`src/hdl/spq_pkg.sv`:
```
// Shared types and constants for the sorted priority queue.
// No dependencies; every other file of the block refers to this package.
package spq_pkg;

  localparam int CAPACITY    = 16;
  localparam int TAG_BITS    = 16;
  localparam int KEY_BITS    = 31;
  localparam int ACT_BITS    = 2;
  localparam int STATUS_BITS = 3;
  localparam int IDX_W       = $clog2(CAPACITY);
  localparam int CNT_W       = $clog2(CAPACITY + 1);

  typedef enum logic [ACT_BITS-1:0] {
    ACT_INSERT = 2'd0,
    ACT_REMOVE = 2'd1,
    ACT_LIST   = 2'd2
  } action_t;

  typedef enum logic [STATUS_BITS-1:0] {
    ST_INSERTED = 3'd0,
    ST_REMOVED  = 3'd1,
    ST_EMPTY    = 3'd2,
    ST_FULL     = 3'd3,
    ST_LISTED   = 3'd4
  } status_t;

  typedef enum logic [2:0] {
    S_IDLE,
    S_INS,
    S_INS_HEAD,
    S_REM_HEAD,
    S_REM_SHIFT,
    S_LIST,
    S_EMIT
  } state_t;

  // read address source
  typedef enum logic [1:0] {
    RD_ZERO,
    RD_TAIL,
    RD_DEC,
    RD_INC
  } rd_sel_t;

  // write address and data source
  typedef enum logic [1:0] {
    WR_UP,
    WR_DOWN,
    WR_NEW_UP,
    WR_NEW_HEAD
  } wr_sel_t;

  typedef struct packed {
    logic [KEY_BITS-1:0] key;
    logic [TAG_BITS-1:0] tag;
  } entry_t;

  typedef struct packed {
    logic    ld_in;
    logic    rd_en;
    rd_sel_t rd_sel;
    logic    wr_en;
    wr_sel_t wr_sel;
    logic    cnt_inc;
    logic    cnt_dec;
    logic    emit;
    logic    emit_data;
    status_t emit_status;
    logic    emit_last;
  } cmd_t;

  typedef struct packed {
    logic count_zero;
    logic count_full;
    logic moves;
    logic cur_zero;
    logic cur_tail;
    logic out_free;
  } stat_t;

endpackage

```
`src/hdl/spq_req_if.sv`:
```
// Request channel of the sorted priority queue: valid/ready plus one request word.
// Depends on spq_pkg for field widths.
interface spq_req_if;
  logic                         valid;
  logic                         ready;
  logic [spq_pkg::ACT_BITS-1:0] action;
  logic [spq_pkg::KEY_BITS-1:0] key;
  logic [spq_pkg::TAG_BITS-1:0] tag;

  modport source (output valid, output action, output key, output tag, input ready);
  modport sink (input valid, input action, input key, input tag, output ready);
endinterface

```
`src/hdl/spq_rsp_if.sv`:
```
// Response channel of the sorted priority queue: valid/ready plus one result word.
// Depends on spq_pkg for field widths.
interface spq_rsp_if;
  logic                            valid;
  logic                            ready;
  logic [spq_pkg::STATUS_BITS-1:0] status;
  logic [spq_pkg::KEY_BITS-1:0]    out_key;
  logic [spq_pkg::TAG_BITS-1:0]    out_tag;
  logic                            last;

  modport source (output valid, output status, output out_key, output out_tag,
                  output last, input ready);
  modport sink (input valid, input status, input out_key, input out_tag,
                input last, output ready);
endinterface

```
`src/hdl/spq_dpath.sv`:
```
// Datapath of the sorted priority queue: entry memory, fill count, walk index,
// compare against the new key and the output word register. Depends on spq_pkg.
module spq_dpath (
  input  logic                            clk,
  input  logic                            rst,
  input  spq_pkg::cmd_t                   cmd,
  output spq_pkg::stat_t                  stat,
  input  logic [spq_pkg::KEY_BITS-1:0]    key,
  input  logic [spq_pkg::TAG_BITS-1:0]    tag,
  output logic                            out_valid,
  input  logic                            out_ready,
  output logic [spq_pkg::STATUS_BITS-1:0] out_status,
  output logic [spq_pkg::KEY_BITS-1:0]    out_key,
  output logic [spq_pkg::TAG_BITS-1:0]    out_tag,
  output logic                            out_last
);

  spq_pkg::entry_t                mem [spq_pkg::CAPACITY];
  spq_pkg::entry_t                rd_q;
  spq_pkg::entry_t                new_q;
  spq_pkg::entry_t                wr_data;
  logic [spq_pkg::CNT_W-1:0]      count;
  logic [spq_pkg::CNT_W-1:0]      cnt_m1;
  logic [spq_pkg::IDX_W-1:0]      cur;
  logic [spq_pkg::IDX_W-1:0]      rd_addr;
  logic [spq_pkg::IDX_W-1:0]      wr_addr;

  assign cnt_m1 = count - spq_pkg::CNT_W'(1);

  always_comb begin
    case (cmd.rd_sel)
      spq_pkg::RD_ZERO: rd_addr = '0;
      spq_pkg::RD_TAIL: rd_addr = cnt_m1[spq_pkg::IDX_W-1:0];
      spq_pkg::RD_DEC:  rd_addr = cur - spq_pkg::IDX_W'(1);
      spq_pkg::RD_INC:  rd_addr = cur + spq_pkg::IDX_W'(1);
      default:          rd_addr = '0;
    endcase
  end

  always_comb begin
    case (cmd.wr_sel)
      spq_pkg::WR_UP: begin
        wr_addr = cur + spq_pkg::IDX_W'(1);
        wr_data = rd_q;
      end
      spq_pkg::WR_DOWN: begin
        wr_addr = cur - spq_pkg::IDX_W'(1);
        wr_data = rd_q;
      end
      spq_pkg::WR_NEW_UP: begin
        wr_addr = cur + spq_pkg::IDX_W'(1);
        wr_data = new_q;
      end
      spq_pkg::WR_NEW_HEAD: begin
        wr_addr = '0;
        wr_data = new_q;
      end
      default: begin
        wr_addr = '0;
        wr_data = new_q;
      end
    endcase
  end

  always_ff @(posedge clk) begin
    if (cmd.wr_en) begin
      mem[wr_addr] <= wr_data;
    end
    if (cmd.rd_en) begin
      rd_q <= mem[rd_addr];
    end
  end

  always_ff @(posedge clk) begin
    if (cmd.ld_in) begin
      new_q.key <= key;
      new_q.tag <= tag;
    end
  end

  always_ff @(posedge clk) begin
    if (rst) begin
      count <= '0;
      cur   <= '0;
    end else begin
      if (cmd.cnt_inc) begin
        count <= count + spq_pkg::CNT_W'(1);
      end else if (cmd.cnt_dec) begin
        count <= cnt_m1;
      end
      if (cmd.rd_en) begin
        cur <= rd_addr;
      end
    end
  end

  // output word register
  always_ff @(posedge clk) begin
    if (rst) begin
      out_valid <= 1'b0;
    end else if (cmd.emit) begin
      out_valid <= 1'b1;
    end else if (out_ready) begin
      out_valid <= 1'b0;
    end
  end

  always_ff @(posedge clk) begin
    if (cmd.emit) begin
      out_status <= cmd.emit_status;
      out_last   <= cmd.emit_last;
      out_key    <= cmd.emit_data ? rd_q.key : '0;
      out_tag    <= cmd.emit_data ? rd_q.tag : '0;
    end
  end

  // head entry moves on a strictly larger key, any other entry on a key at least as large
  always_comb begin
    stat.count_zero = (count == '0);
    stat.count_full = (count == spq_pkg::CNT_W'(spq_pkg::CAPACITY));
    stat.cur_zero   = (cur == '0);
    stat.cur_tail   = (spq_pkg::CNT_W'(cur) == cnt_m1);
    stat.moves      = (cur == '0) ? (new_q.key < rd_q.key) : (rd_q.key >= new_q.key);
    stat.out_free   = !out_valid || out_ready;
  end

endmodule

```
`src/hdl/spq_ctrl.sv`:
```
// Controller of the sorted priority queue: decodes the request word and
// sequences the walks over the entry memory. Depends on spq_pkg.
module spq_ctrl (
  input  logic                         clk,
  input  logic                         rst,
  input  logic                         in_valid,
  output logic                         in_ready,
  input  logic [spq_pkg::ACT_BITS-1:0] action,
  input  spq_pkg::stat_t               stat,
  output spq_pkg::cmd_t                cmd
);

  spq_pkg::state_t  state;
  spq_pkg::state_t  state_next;
  spq_pkg::status_t code;
  spq_pkg::status_t code_next;

  always_ff @(posedge clk) begin
    if (rst) begin
      state <= spq_pkg::S_IDLE;
      code  <= spq_pkg::ST_INSERTED;
    end else begin
      state <= state_next;
      code  <= code_next;
    end
  end

  always_comb begin
    state_next      = state;
    code_next       = code;
    in_ready        = 1'b0;
    cmd             = '0;
    cmd.rd_sel      = spq_pkg::RD_ZERO;
    cmd.wr_sel      = spq_pkg::WR_UP;
    cmd.emit_status = code;

    unique case (state)
      spq_pkg::S_IDLE: begin
        in_ready = 1'b1;
        if (in_valid) begin
          cmd.ld_in = 1'b1;
          unique case (action) inside
            spq_pkg::ACT_INSERT: begin
              if (stat.count_full) begin
                code_next  = spq_pkg::ST_FULL;
                state_next = spq_pkg::S_EMIT;
              end else if (stat.count_zero) begin
                state_next = spq_pkg::S_INS_HEAD;
              end else begin
                cmd.rd_en  = 1'b1;
                cmd.rd_sel = spq_pkg::RD_TAIL;
                state_next = spq_pkg::S_INS;
              end
            end
            spq_pkg::ACT_REMOVE, spq_pkg::ACT_LIST: begin
              if (stat.count_zero) begin
                code_next  = spq_pkg::ST_EMPTY;
                state_next = spq_pkg::S_EMIT;
              end else begin
                cmd.rd_en  = 1'b1;
                cmd.rd_sel = spq_pkg::RD_ZERO;
                state_next = (action == spq_pkg::ACT_REMOVE) ? spq_pkg::S_REM_HEAD
                                                             : spq_pkg::S_LIST;
              end
            end
            default: state_next = spq_pkg::S_IDLE;
          endcase
        end
      end

      // walk tail to head, shifting each entry flagged by stat.moves up by one
      spq_pkg::S_INS: begin
        cmd.wr_en = 1'b1;
        if (stat.moves) begin
          cmd.wr_sel = spq_pkg::WR_UP;
          if (stat.cur_zero) begin
            state_next = spq_pkg::S_INS_HEAD;
          end else begin
            cmd.rd_en  = 1'b1;
            cmd.rd_sel = spq_pkg::RD_DEC;
          end
        end else begin
          cmd.wr_sel  = spq_pkg::WR_NEW_UP;
          cmd.cnt_inc = 1'b1;
          code_next   = spq_pkg::ST_INSERTED;
          state_next  = spq_pkg::S_EMIT;
        end
      end

      spq_pkg::S_INS_HEAD: begin
        cmd.wr_en   = 1'b1;
        cmd.wr_sel  = spq_pkg::WR_NEW_HEAD;
        cmd.cnt_inc = 1'b1;
        code_next   = spq_pkg::ST_INSERTED;
        state_next  = spq_pkg::S_EMIT;
      end

      spq_pkg::S_REM_HEAD: begin
        if (stat.out_free) begin
          cmd.emit        = 1'b1;
          cmd.emit_data   = 1'b1;
          cmd.emit_status = spq_pkg::ST_REMOVED;
          cmd.emit_last   = 1'b1;
          if (stat.cur_tail) begin
            cmd.cnt_dec = 1'b1;
            state_next  = spq_pkg::S_IDLE;
          end else begin
            cmd.rd_en  = 1'b1;
            cmd.rd_sel = spq_pkg::RD_INC;
            state_next = spq_pkg::S_REM_SHIFT;
          end
        end
      end

      // move each entry down by one, head to tail
      spq_pkg::S_REM_SHIFT: begin
        cmd.wr_en  = 1'b1;
        cmd.wr_sel = spq_pkg::WR_DOWN;
        if (stat.cur_tail) begin
          cmd.cnt_dec = 1'b1;
          state_next  = spq_pkg::S_IDLE;
        end else begin
          cmd.rd_en  = 1'b1;
          cmd.rd_sel = spq_pkg::RD_INC;
        end
      end

      spq_pkg::S_LIST: begin
        if (stat.out_free) begin
          cmd.emit        = 1'b1;
          cmd.emit_data   = 1'b1;
          cmd.emit_status = spq_pkg::ST_LISTED;
          cmd.emit_last   = stat.cur_tail;
          if (stat.cur_tail) begin
            state_next = spq_pkg::S_IDLE;
          end else begin
            cmd.rd_en  = 1'b1;
            cmd.rd_sel = spq_pkg::RD_INC;
          end
        end
      end

      spq_pkg::S_EMIT: begin
        if (stat.out_free) begin
          cmd.emit        = 1'b1;
          cmd.emit_status = code;
          cmd.emit_last   = 1'b1;
          state_next      = spq_pkg::S_IDLE;
        end
      end

      default: state_next = spq_pkg::S_IDLE;
    endcase
  end

endmodule

```
`src/hdl/sorted_priority_queue.sv`:
```
// Top level of the sorted priority queue: controller plus datapath.
// Depends on spq_pkg, spq_req_if, spq_rsp_if, spq_ctrl and spq_dpath.
//
//   channel  direction  word                            handshake
//   req      in         action, key, tag                valid/ready
//   rsp      out        status, out_key, out_tag, last  valid/ready
//
// One request at a time; req.ready is high only between requests.
// Insert walks from the tail toward the head, one memory read per entry walked.
// Remove reads the head, then shifts each remaining entry down by one.
// List emits one word per cycle while rsp.ready stays high.
// A stalled rsp holds the walk; a pending word sits in the output register.
// Synchronous reset empties the queue; entry memory is not cleared.
module sorted_priority_queue (
  input logic     clk,
  input logic     rst,
  spq_req_if.sink req,
  spq_rsp_if.source rsp
);

  spq_pkg::cmd_t  cmd;
  spq_pkg::stat_t stat;

  spq_ctrl u_ctrl (
    .clk      (clk),
    .rst      (rst),
    .in_valid (req.valid),
    .in_ready (req.ready),
    .action   (req.action),
    .stat     (stat),
    .cmd      (cmd)
  );

  spq_dpath u_dpath (
    .clk        (clk),
    .rst        (rst),
    .cmd        (cmd),
    .stat       (stat),
    .key        (req.key),
    .tag        (req.tag),
    .out_valid  (rsp.valid),
    .out_ready  (rsp.ready),
    .out_status (rsp.status),
    .out_key    (rsp.out_key),
    .out_tag    (rsp.out_tag),
    .out_last   (rsp.last)
  );

endmodule
```
`src/flat_wrapper.sv`:
```
// flat-port wrapper written by rule: the top's interface ports become plain ports
module sorted_priority_queue_flat 
  (clk, rst, req_valid, req_action, req_key, req_tag, req_ready, rsp_valid, rsp_status, rsp_out_key, rsp_out_tag, rsp_last, rsp_ready);
  spq_req_if req_i ();
  spq_rsp_if rsp_i ();
  input logic clk;
  input logic rst;
  input wire logic [$bits(req_i.valid)-1:0] req_valid;
  input wire logic [$bits(req_i.action)-1:0] req_action;
  input wire logic [$bits(req_i.key)-1:0] req_key;
  input wire logic [$bits(req_i.tag)-1:0] req_tag;
  output wire logic [$bits(req_i.ready)-1:0] req_ready;
  output wire logic [$bits(rsp_i.valid)-1:0] rsp_valid;
  output wire logic [$bits(rsp_i.status)-1:0] rsp_status;
  output wire logic [$bits(rsp_i.out_key)-1:0] rsp_out_key;
  output wire logic [$bits(rsp_i.out_tag)-1:0] rsp_out_tag;
  output wire logic [$bits(rsp_i.last)-1:0] rsp_last;
  input wire logic [$bits(rsp_i.ready)-1:0] rsp_ready;
  assign req_i.valid = req_valid;
  assign req_i.action = req_action;
  assign req_i.key = req_key;
  assign req_i.tag = req_tag;
  assign req_ready = req_i.ready;
  assign rsp_valid = rsp_i.valid;
  assign rsp_status = rsp_i.status;
  assign rsp_out_key = rsp_i.out_key;
  assign rsp_out_tag = rsp_i.out_tag;
  assign rsp_last = rsp_i.last;
  assign rsp_i.ready = rsp_ready;
  sorted_priority_queue u_core (.clk(clk), .rst(rst), .req(req_i), .rsp(rsp_i));
endmodule
```
`config.mk`:
```
export PLATFORM = sky130hd
export DESIGN_NAME = sorted_priority_queue_flat
export DESIGN_NICKNAME = d
export VERILOG_FILES = /design/src/hdl/spq_pkg.sv /design/src/hdl/spq_req_if.sv /design/src/hdl/spq_rsp_if.sv /design/src/hdl/spq_dpath.sv /design/src/hdl/spq_ctrl.sv /design/src/hdl/sorted_priority_queue.sv /design/src/flat_wrapper.sv
export SDC_FILE = /design/constraint.sdc
export NUM_CORES = 1
export LEC_CHECK = 0
export CAP_MARGIN = 15
export CORE_UTILIZATION = 35
export DETAILED_ROUTE_END_ITERATION = 10
export DONT_BUFFER_PORTS = 1
export PLACE_DENSITY = 0.56
export SYNTH_ARGS = -nofsm -noshare
export SYNTH_HDL_FRONTEND = slang
export SYNTH_HIERARCHICAL = 1
export SYNTH_SLANG_ARGS = --single-unit
```
`constraint.sdc`:
```
create_clock -name clk -period 10.1 [get_ports clk]
set_clock_uncertainty 0.2 [all_clocks]
set_input_delay 1.01 -clock clk [delete_from_list [all_inputs] [get_ports clk]]
set_output_delay 1.01 -clock clk [all_outputs]
set_load 0.02 [all_outputs]
```
# Word level (Yosys, flattened, before mapping)
# Memories as Yosys holds them, arrays and structs flattened. A register that Yosys moved wholly into a read port is not among the register bits.
# Cells that the tools add are included.
dict set report word_totals {
  register_bits 114
  latchBits 0
  mem_bits_rw 752
  mem_bits_ro 0
  inputBits 53
  output_inout_bits 53
  word_cells 116
  n_memories 1
}
dict set report op_classes {
  addsub 4
  n_mul 0
  div 0
  n_lt_le_gt_ge 2
  eq_ne 25
  shift 0
  n_mux 55
  n_bitwise 0
  reduce_logical 18
}
# name words word_bits rd rd_clocked_by_memory_dff write_ports line
set memory_table {}
lappend memory_table {u_core.u_dpath.mem 16 47 1 1 1 spq_dpath.sv:18} ;# spq_pkg::entry_t mem [spq_pkg::CAPACITY];
# op n
set ops {}
lappend ops {{$pmux 47 s2} 1}
lappend ops {{$mux 3} 22}
lappend ops {{$ge 31x31->1} 1}
lappend ops {{$lt 31x31->1} 1}
lappend ops {{$pmux 4 s3} 2}
lappend ops {{$pmux 3 s7} 1}
lappend ops {{$pmux 3 s2} 3}
lappend ops {{$pmux 3 s3} 2}
lappend ops {{$pmux 4 s4} 1}
lappend ops {{$pmux 3 s4} 1}
lappend ops {{$mux 1} 11}
lappend ops {{$eq 2x2->1 const B} 5}
lappend ops {{$mux 5} 2}
lappend ops {{$reduce_or 2->1} 5}
lappend ops {{$eq 3x3->1 const B} 3}
lappend ops {{$ne 3x2->1 const B} 3}
lappend ops {{$mux 7} 1}
lappend ops {{$eq 2x1->1 const B} 3}
lappend ops {{$eq 3x2->1 const B} 2}
lappend ops {{$logic_not 2->1} 3}
lappend ops {{$mux 6} 1}
lappend ops {{$ne 2x1->1 const B} 3}
lappend ops {{$pmux 1 s2} 3}
lappend ops {{$reduce_and 6->1} 1}
lappend ops {{other kinds (20)} 23}

# Depth between registers and ports, before layout
# Gate-level depths: netlist (run 1).
dict set report logic_depth {
  depth_word 8
  mapped_depth 20
}

# Modules after synthesis
# Netlist (run 1), hierarchy kept.
# mod n_inst cells_per_inst area_each_um2 seq_area_each_um2
set by_module_without_submodules {}
lappend by_module_without_submodules {spq_dpath 1 1958 36008.3 27136.0}
lappend by_module_without_submodules {spq_ctrl 1 92 616.8 100.1}

# Worst setup path before layout (run 1)
# No wires, ideal clock.
dict set report synth_timing {
  kind {flip-flop to flip-flop}
  from {register, netlist name u_core/u_dpath/rd_q[32]}
  to {memory u_core/u_dpath/mem[6][0] (netlist name), enable pin}
  t_arrival_ns 4.772
  required_time_ns 9.448
  setup_slack_ns 4.676
  stages_incl_launch_ff 16
  n_path_buf 0
  synth_period_minus_slack_ns 5.424
  path_cell_list {edfxtp_1 -> ha_1 -> a21o_1 -> a21o_1 -> a21oi_1 -> nor3_1 -> a2111oi_0 -> o21ai_0 -> nor2_1 -> a21oi_1 -> nor2_1 -> nand2b_1 -> nor4_1 -> o31ai_1 -> nand2_1 -> nor2_1}
}
# item line
set synth_lines {}
lappend synth_lines {{end, declared} spq_dpath.sv:18}

==> results.md, run 1 <==
* Status: completed
* Post-Synth XOR/XNOR Area at 0.2870%
* Pwr dens at 293.9 nW/um^2
* Critical path class: reg -> reg
* Placer Congestion at 0.7745
* Die X at 325.5 um
* Clk Latency, worst-skew pair at 670 ps
* Leak Pwr at 13.79 nW
* Clock sink count at 912
* Cts bufs inserted at 92
* Fin. Hold Viols at 0
* Net Count, Synth at 2143
* Seq/Total Area, Yosys at 74.36%
* Clock root buffer: clkbuf_16
* Synth Instances at 2050
* Placed cells at 3353
* Crit path DAT at 6610 ps
* Ys flop type: edfxtp_1
* Complex-gate fraction of the synthesized area at 5.903%
* RSZ-0062 raised after global routing: false
* Syn. warnings at 6
* Layout cell share with drive strength beyond 1 at 15.51%
* F_max at 153.4 MHz
* CP required at 10190 ps
* Simple-Gate Fraction of Synth Area at 3.765%
* Crit start category: flip-flop
* Peak VDD IR at 0.2561 mV
* Most frequent cells in the layout: edfxtp_1, mux2i_1, clkbuf_16
* Post-CTS Setup Inserts at 0
* Worst-Margin Slew at 1077 ps
* Post-synth EDFFs at 897
* Hold Crit Class: in -> reg
* # nets final at 2161
* Grt ovf at 0
* Hold slack at 209.0 ps
* Max Cap Viol at 0
* Depth of the CTS H-tree at 3
* CTS resizes at 0
* ANT nets after route at 0
* Final min period at 6517 ps
* Area Overhead vs Synth at 12.27%
* Unique masters post-synth at 58
* FF-to-FF Start: u_core/u_dpath/rd_q[32]
* Detailed Route Iter0 Violations at 1572
* Mapped Area at 36630 um^2
* Port Buffers at 0
* Die height at 325.5 um
* Mux contribution to synthesized area at 12.15%
* Final Cell Area at 41120 um^2
* DR vias/cell at 5.232
* Total Die Area at 105900 um^2
* Crit. Startpoint: u_core/u_dpath/rd_q[32]
* Pin count of the biggest net entering global routing at 131
* Final setup vio count at 0
* Placement Rows at 118
* # IOs at 106
* Fin util at 39.67%
* Initial Utilization at 35.34%
* Setup TNS at 0 ps
* Crit share post-route at 64.52%
* Vias in the first global route at 18720
* Wire per inst at 24.55 um
* Clock Path Buffers at 3
* Clock transition at path regs at 60 ps
* Max-slew headroom at 28.04%
* Async set or reset register ratio after synthesis at 0%
* Final Non-Filler Cells at 3523
* Hold path startpoint: rst
* Largest family of logic cells by synthesized area: multiplexers
* Adder-cell area share of the yosys netlist at 1.366%
* Placed cell areas at 38240 um^2
* Avg Cell Area, Syn at 17.87 um^2
* Vias post-DR at 18430
* CTS tree: done
* Initial antenna violation count at 9
* Critical path fanouts, max at 25
* Commonest non-fill, non-tap cell in the layout: edfxtp_1
* Seq cells post-synth at 912
* Critical Path End Type: flip-flop
* Residual DRC at 0
* Max-slew violations at 0
* Hold Buf Count CTS at 0
* First-pass GRT wire length at 127600 um
* Drt total wl at 86500 um
* Gr usage total at 16.30%
* Core box area at 103600 um^2
* Drt first pass iters at 5
* HPWL Detailed at 46440 um
## worst max-delay path, stage by stage, from the launching register on
cell and delay, ps:
edfxtp_1 390, ha_1 320, a21o_1 160, a21o_1 160, a21oi_1 290, nor3_1 100, a2111oi_0 810, o21ai_0 380
nor2_1 230, a21oi_1 140, nor2_4 120, buf_4 350, nand2b_1 270, nor4_1 110, o31ai_1 330, nand2_1 310
nor2_4 910, buf_4 540
## Yosys cell counts (all sizes together) (40+ instances only)
cell    instances  area share (%)
nand3          55            0.75
mux4           47             2.9
nand2          74            0.76
o21ai          58            0.79
inv            45            0.46
buf            72             1.3
mux2i         286             7.8
nor2           48            0.49
and2           49            0.84
o221ai         49             1.9
o22a           46             1.1
mux2           47             1.4
ha             40             1.4
o22ai          50            0.85
edfxtp        897              74
## cells by family after synthesis
group | Yosys count
compound gates | 270
xor+xnor | 12
fa+ha+maj | 40
buf+inv | 156
flops | 912
mux | 380
simple gates | 280
## state kept, by name, summed over array words and instances, names as in the netlist
signal,cells
u_core/u_dpath/out_last,1
u_core/u_dpath/cur,4
u_core/u_ctrl/code,2
u_core/u_ctrl/state,3
u_core/u_dpath/rd_q,47
u_core/u_dpath/new_q,47
u_core/u_dpath/out_status,3
u_core/u_dpath/out_valid,1
u_core/u_dpath/mem,752
u_core/u_dpath/count,5
u_core/u_dpath/out_tag,16
u_core/u_dpath/out_key,31
## power by group
group	switching (W)	internal, W
logic	0.00236	0.00124
registers	0.000169	0.00506
clock network	0.00142	0.00184
## metrics by stage
stage	power (W)	setup slack (ps)
4_1_cts	0.01222	3536
3_5_place_dp	0.008957	3577
5_1_grt	0.01263	3152
6_report	0.01208	3583
3_3_place_gp	0.008893	3226
2_1_floorplan	0.007793	4676
## final timing paths
check        slack [ps]                        end  cells after the start
min reg2reg         250      u_core/u_ctrl/code[1]                      2
max reg2reg        3580  u_core/u_dpath/mem[5][27]                     17
min                 210      u_core/u_ctrl/code[1]                      1
max                3580  u_core/u_dpath/mem[5][27]                     17
## routing by layer
layer	track usage [%]	up-vias	part of all wire [%]
li1	-	8202	-
met1	22.57	9566	45
met2	26.56	533	47
met3	2.573	118	5.4
met4	4.603	12	1.9
met5	0	-	0.095
## final cells by class
class / instances / area [um^2]
diodes: 2 / 5.005
clock buffers: 116 / 2465
repair buffers: 35 / 297.8
multi-input cells: 982 / 8813
well taps: 1380 / 1727
flip-flops and latches: 912 / 27240
inverters: 45 / 168.9
fillers: 9304 / 62530
clock inverters: 51 / 406.6
Note: power is estimated with default switching activity, not from simulation.
==> run 2, diff against run 1 <==
==> constraint.sdc (replaced) <==
create_clock -name clk -period 6.2 [get_ports clk]
set_clock_uncertainty 0.2 [all_clocks]
set_input_delay 0.62 -clock clk [delete_from_list [all_inputs] [get_ports clk]]
set_output_delay 0.62 -clock clk [all_outputs]
set_load 0.02 [all_outputs]
==> results.md, run 2 (synthesized netlist as in run 1, its figures left out) <==
* Status: completed
* Top flop regs: u_core/u_dpath/mem (752), u_core/u_dpath/new_q (47), u_core/u_dpath/rd_q (47)
* Depth of the CTS H-tree at 3 (unchanged)
* Critical path class: reg -> reg
* Layout cell share with drive strength beyond 1 at 15.74% (+0.24 points)
* Vias post-DR at 18650 (+1.2%)
* F_max at 184.0 MHz (+20%)
* Clk Latency, worst-skew pair at 660 ps (about the same)
* Placed cell areas at 38750 um^2 (+1.3%)
* Placer Congestion at 0.7528 (-2.8%)
* Final min period at 5436 ps (-1081 ps)
* Hold Buf Count CTS at 48 (+48)
* Number of flip-flops in the largest register at 752 (unchanged)
* CTS resizes at 0 (unchanged)
* Core box area at 103600 um^2 (unchanged)
* Setup ws final at 764.3 ps (-2819 ps)
* Wire per inst at 23.92 um (-2.6%)
* # IOs at 106 (unchanged)
* Gr usage total at 16.22% (-0.081 points)
* Pin count of the biggest net entering global routing at 95 (-27%)
* Worst-Margin Slew at 1040 ps (-37.22 ps)
* Flop pwr share at 43.4% (about the same)
* Clock transition at path regs at 60 ps (about the same)
* Drt first pass iters at 6 (+1)
* Placement Rows at 118 (unchanged)
* M3 GR Usage at 2.470% (-0.10 points)
* Die height at 325.5 um (unchanged)
* Final Cell Area at 42080 um^2 (+2.3%)
* Peak VDD IR at 0.2962 mV (+16%)
* Pwr dens at 468.8 nW/um^2 (+60%)
* Met1 Use GR at 22.28% (-0.29 points)
* CTS tree: done
* Crit share post-route at 87.67% (+23 points)
* Sw Ratio at 32.17% (-0.48 points)
* Crit start category: flip-flop
* DR vias/cell at 5.177 (-1.1%)
* Critical path fanouts, max at 23 (-8.0%)
* HPWL Detailed at 45500 um (-2.0%)
* Residual DRC at 0 (unchanged)
* GR Util met2 at 26.91% (+0.36 points)
* Port Buffers at 0 (unchanged)
* Initial Utilization at 35.34% (unchanged)
* Fillcell total at 9282 (-0.24%)
* Setup TNS at 0 ps (unchanged)
* Cts bufs inserted at 94 (+2.2%)
* CP required at 6400 ps (-3790 ps)
* Commonest non-fill, non-tap cell in the layout: edfxtp_1
* Largest Register: u_core/u_dpath/mem
* Logic gate share of total power at 29.9% (about the same)
* Vias in the first global route at 19230 (+2.8%)
* Die X at 325.5 um (unchanged)
* RSZ-0062 raised after global routing: false
* Clock root buffer: clkbuf_16
* Area of all sequential standard cells at 27240 um^2 (unchanged)
* ANT nets after route at 0 (unchanged)
* Net Switching at 0.006346 W (+61%)
* Detailed Route Iter0 Violations at 1465 (-6.8%)
* Overall power at 0.01973 W (+63%)
* Clock sink count at 912 (unchanged)
* Fin. Hold Viols at 0 (unchanged)
* P_int at 0.01338 W (+64%)
* Initial antenna violation count at 1 (-8)
* Most frequent cells in the layout: edfxtp_1, mux2i_1, clkbuf_16
* Pre-CTS setup slack at 674.2 ps (-2902 ps)
* Total Die Area at 105900 um^2 (unchanged)
* Multi-input gate area at 8801 um^2 (-0.14%)
* Max Cap Viol at 0 (unchanged)
* Grt ovf at 0 (unchanged)
* Hold Crit Class: in -> reg
* Area Overhead vs Synth at 14.89%
* Fin util at 40.60% (+0.93 points)
* Max-slew headroom at 30.35% (+2.3 points)
* Reg2Reg Setup Slack at 760 ps (-2820 ps)
* Final setup vio count at 0 (unchanged)
* Clock group share of total power at 26.7% (-0.2 points)
* Max-slew violations at 0 (unchanged)
* First-pass GRT wire length at 127900 um (+0.25%)
* Crit path DAT at 5640 ps (-970 ps)
* Clock Path Buffers at 3 (unchanged)
* Post-CTS Setup Inserts at 0 (unchanged)
* Critical Path End Type: flip-flop
* # nets final at 2239 (+3.6%)
* Leak Pwr at 14.22 nW (+3.1%)
* Global route hottest layer: met2
* Drt total wl at 86170 um (-0.37%)
* # diodes at 0 (-2)
## run 2: cell count changes in the layout (fill, tap and decap cells not counted), sizes merged
cell,before,now
diode,2,0
dlygate4sd3,0,48
bufinv,4,3
clkinvlp,5,0
buf,35,63
clkinv,39,49
inv,48,49
clkbuf,116,117
## run 2: final timing paths
check	cells past startpoint	start	to
worst max-delay path	15	u_core/u_dpath/rd_q[32]	u_core/u_dpath/rd_q[25]
worst min-delay path	3	req_valid	u_core/u_ctrl/code[1]
worst max register to register	15	u_core/u_dpath/rd_q[32]	u_core/u_dpath/rd_q[25]
worst min register to register	2	u_core/u_ctrl/code[1]	u_core/u_ctrl/code[1]
## run 2: area by class of cell
cell class	instances	area share, %
Multi-Input combinational cell	982	20.91
Clock inverter	56	0.9247
Timing Repair Buffer	111	3.086
Tap cell	1380	4.103
Inverter	45	0.4014
Sequential cell	912	64.72
Clock buffer	117	5.846
## run 2: worst max-delay path, stage by stage (launching register included)
cell       delay, ps
edfxtp_1         410
ha_1             330
a21o_1           160
a21o_1           170
a21oi_1          290
nor3_1            90
a2111oi_1        430
buf_2            250
o21ai_0          340
a31o_2           390
nand2b_1         220
o211ai_4         860
buf_4            500
mux4_2           360
nand2_1           80
nand3_1           70
## run 2: power by group through the flow
stage          Sequential, W  Combinational (W)  Clock [W]
2_1_floorplan        0.00854            0.00415          0
3_3_place_gp         0.00867            0.00580          0
3_5_place_dp         0.00869            0.00594          0
4_1_cts              0.00857            0.00599    0.00540
5_1_grt              0.00861            0.00638    0.00563
6_report             0.00856            0.00590    0.00527
## run 2: per-stage QoR
stage	hold WS, ps	cells
2_1_floorplan	225.7	2050
3_3_place_gp	236.6	3380
3_5_place_dp	247.9	3382
4_1_cts	77.62	3603
5_1_grt	132.8	3603
6_report	123.7	3603
## run 2: metal layers
layer  part of all wire (%)  up-vias
li1                       -     8373
met5                      0        -
met1                     45     9738
met4                    1.6        0
met3                    4.6       93
met2                     49      447
==> run 3, diff against run 2 <==
--- a/config.mk
+++ b/config.mk
@@ -6,10 +6,12 @@
 export NUM_CORES = 1
 export LEC_CHECK = 0
 export CAP_MARGIN = 15
-export CORE_UTILIZATION = 35
+export CELL_PAD_IN_SITES_DETAIL_PLACEMENT = 0
+export CELL_PAD_IN_SITES_GLOBAL_PLACEMENT = 1
+export CORE_UTILIZATION = 54
 export DETAILED_ROUTE_END_ITERATION = 10
 export DONT_BUFFER_PORTS = 1
-export PLACE_DENSITY = 0.56
+export PLACE_DENSITY = 0.85
 export SYNTH_ARGS = -nofsm -noshare
 export SYNTH_HDL_FRONTEND = slang
 export SYNTH_HIERARCHICAL = 1
==> results.md, run 3 (synthesized netlist as in run 1, its figures left out) <==
* Total Die Area at 68870 um^2 (-35%)
* Initial antenna violation count at 2 (+1)
* Initial Utilization at 54.54% (+19 points)
* Cts bufs inserted at 92 (-2.1%)
* CP max stage delay at 1130 ps (+270 ps)
* HPWL Detailed at 43780 um (-3.8%)
* Clk Latency, worst-skew pair at 650 ps (about the same)
* Setup ws final at 485.0 ps (-279.3 ps)
* Residual DRC at 0 (unchanged)
* Clock Path Buffers at 3 (unchanged)
* Area of all sequential standard cells at 27240 um^2 (unchanged)
* Crit path DAT at 5820 ps (+180 ps)
* CTS resizes at 0 (unchanged)
* Sw Ratio at 31.96% (-0.21 points)
* Clock transition at path regs at 60 ps (about the same)
* Grt ovf at 0 (unchanged)
* ANT nets after route at 0 (unchanged)
* Hold Crit Class: in -> reg
* Core box area at 67160 um^2 (-35%)
* Number of flip-flops in the largest register at 752 (unchanged)
* Clock sink count at 912 (unchanged)
* # IOs at 106 (unchanged)
* # nets final at 2233 (-0.27%)
* Vias post-DR at 19050 (+2.1%)
* R2R cell count at 15 (unchanged)
* Hold slack at 121.5 ps (-2.200 ps)
* Wire per inst at 26.37 um (+10%)
* F_max at 175.0 MHz (-4.9%)
* Largest Register: u_core/u_dpath/mem
* Logic gate share of total power at 29.5% (-0.4 points)
* Die height at 262.4 um (-19%)
* Net Switching at 0.006307 W (-0.61%)
* FF-to-FF Start: u_core/u_dpath/rd_q[30]
* DR vias/cell at 6.172 (+19%)
* Setup TNS at 0 ps (unchanged)
* CTS tree: done
* Commonest non-fill, non-tap cell in the layout: edfxtp_1
* Hold path startpoint: req_valid
* Depth of the CTS H-tree at 3 (unchanged)
* Hold Crit Depth at 3 (unchanged)
* Hold Buf Count CTS at 48 (unchanged)
* Max-slew violations at 0 (unchanged)
* Clock root buffer: clkbuf_16
* Pin count of the biggest net entering global routing at 73 (-23%)
* Max Cap Viol at 0 (unchanged)
* Placement Rows at 95 (-19%)
* Multi-input gate area at 8798 um^2 (about the same)
* Pwr dens at 477.7 nW/um^2 (+1.9%)
* Status: completed
* Flop pwr share at 43.2% (-0.2 points)
* Top flop regs: u_core/u_dpath/mem (752), u_core/u_dpath/new_q (47), u_core/u_dpath/rd_q (47)
* P_int at 0.01343 W (+0.36%)
* Final min period at 5715 ps (+279.3 ps)
* Most frequent cells in the layout: edfxtp_1, mux2i_1, clkbuf_16
* Placer Congestion at 0.8646 (+15%)
* Critical Path End Type: flip-flop
* Leak Pwr at 14.19 nW (-0.20%)
* Critical path class: reg -> reg
* Peak VDD IR at 0.3722 mV (+26%)
* Crit share post-route at 92.18% (+4.5 points)
* Final setup vio count at 0 (unchanged)
* Gr usage total at 23.74% (+7.5 points)
* Drt total wl at 81390 um (-5.6%)
* Cells along the critical path: ha_1 > nand4_1 > nor4_1 > nand2_1 > o211ai_1 > o21ai_0 > nor2_1 > a21oi_1 > nor2_4 > nand2b_1 > nor4_1 > o31ai_1 > nand2_1 > nor2_4 > buf_4
* Die X at 262.4 um (-19%)
* First-pass GRT wire length at 121600 um (-4.9%)
* Fin. Hold Viols at 0 (unchanged)
* Reg2Reg Setup Slack at 480 ps (-280 ps)
* Port Buffers at 0 (unchanged)
* RSZ-0062 raised after global routing: false
* Area Overhead vs Synth at 12.81%
* Max-slew headroom at 15.43% (-15 points)
* Layout cell share with drive strength beyond 1 at 16.23% (+0.49 points)
* Fin util at 61.52% (+21 points)
* Vias in the first global route at 19410 (+0.94%)
* Drt first pass iters at 6 (unchanged)
* Pre-CTS setup slack at 594.3 ps (-79.93 ps)
* Critical path fanouts, max at 18 (-22%)
* Reg-to-reg endpoint: u_core/u_dpath/mem[0][2]
* Crit-path slowest cell: nor4_1
* Detailed Route Iter0 Violations at 1971 (+35%)
* Hold Path Sink: u_core/u_ctrl/code[1]
* Post-CTS Setup Inserts at 0 (unchanged)
* Crit start category: flip-flop
* Worst-Margin Slew at 1257 ps (+217.3 ps)
* Fillcell total at 4573 (-51%)
* Clock group share of total power at 27.3% (+0.6 points)
* CP required at 6310 ps (-90 ps)
==> run 3: changes by cell type in the layout (fill, tap and decap cells not counted), moves of 2 or more <==
cell,previous run,this run
buf_12,28,12
buf_2,2,0
buf_4,33,47
bufinv_16,3,8
clkbuf_1,22,10
clkbuf_16,95,92
clkinv_1,29,21
clkinv_2,16,18
clkinv_4,2,4
clkinv_8,1,5
clkinvlp_4,0,4
==> run 3: power groups by stage <==
stage                     clock (W)  sequential [W]  combinational [W]
after CTS                   0.00547         0.00853            0.00580
after detailed placement          0         0.00865            0.00572
final                       0.00538         0.00853            0.00583
after floorplan                   0         0.00854            0.00415
after global placement            0         0.00862            0.00558
after global routing        0.00569         0.00858            0.00621
==> run 3: how the worst max path moves through the flow <==
| stage | from | endpoint | slack [ps] |
|---|---|---|---|
| after global placement | u_core/u_dpath/rd_q[32] | u_core/u_dpath/mem[0][5] | 750 |
| after floorplan | u_core/u_dpath/rd_q[32] | u_core/u_dpath/mem[6][0] | 780 |
| after global routing | u_core/u_dpath/rd_q[30] | u_core/u_dpath/mem[0][2] | 200 |
| after detailed placement | u_core/u_dpath/rd_q[32] | u_core/u_dpath/mem[0][7] | 590 |
| final | u_core/u_dpath/rd_q[30] | u_core/u_dpath/mem[0][2] | 480 |
| after CTS | u_core/u_dpath/rd_q[32] | u_core/u_dpath/mem[0][4] | 550 |
==> run 3: through the flow <==
step,total power [W],area (um^2),cells
after global placement,0.01420,37860,2869
after global routing,0.02047,41310,3085
after CTS,0.01980,41290,3084
after detailed placement,0.01437,37870,2870
after floorplan,0.01269,36630,2050
final,0.01974,41320,3086
==> run 3: routing by layer <==
metal	global-route usage (%)	wire (um)	vias up
met2	38.66	39330	834
met4	7.440	1735	4
met5	0	23	-
li1	-	-	8355
met3	3.692	6153	135
met1	33.20	34150	9718
==> run 3: final cells by class <==
type	count	area share (%)
Clock inverter	64	1.463
Tap cell	873	2.644
Multi-Input combinational cell	982	21.30
Antenna cell	1	0.006057
Inverter	45	0.4088
Sequential cell	912	65.92
Timing Repair Buffer	107	2.598
Clock buffer	102	5.663
==> run 3: worst max-delay path, delay by kind of cell (launching register included) <==
kind / cells / cell delay (ps)
and+or+nand+nor: 9 / 3180
AOI/OAI and AO/OA: 4 / 810
adders and majority gates: 1 / 320
buffers and inverters: 1 / 430
DFF: 1 / 430
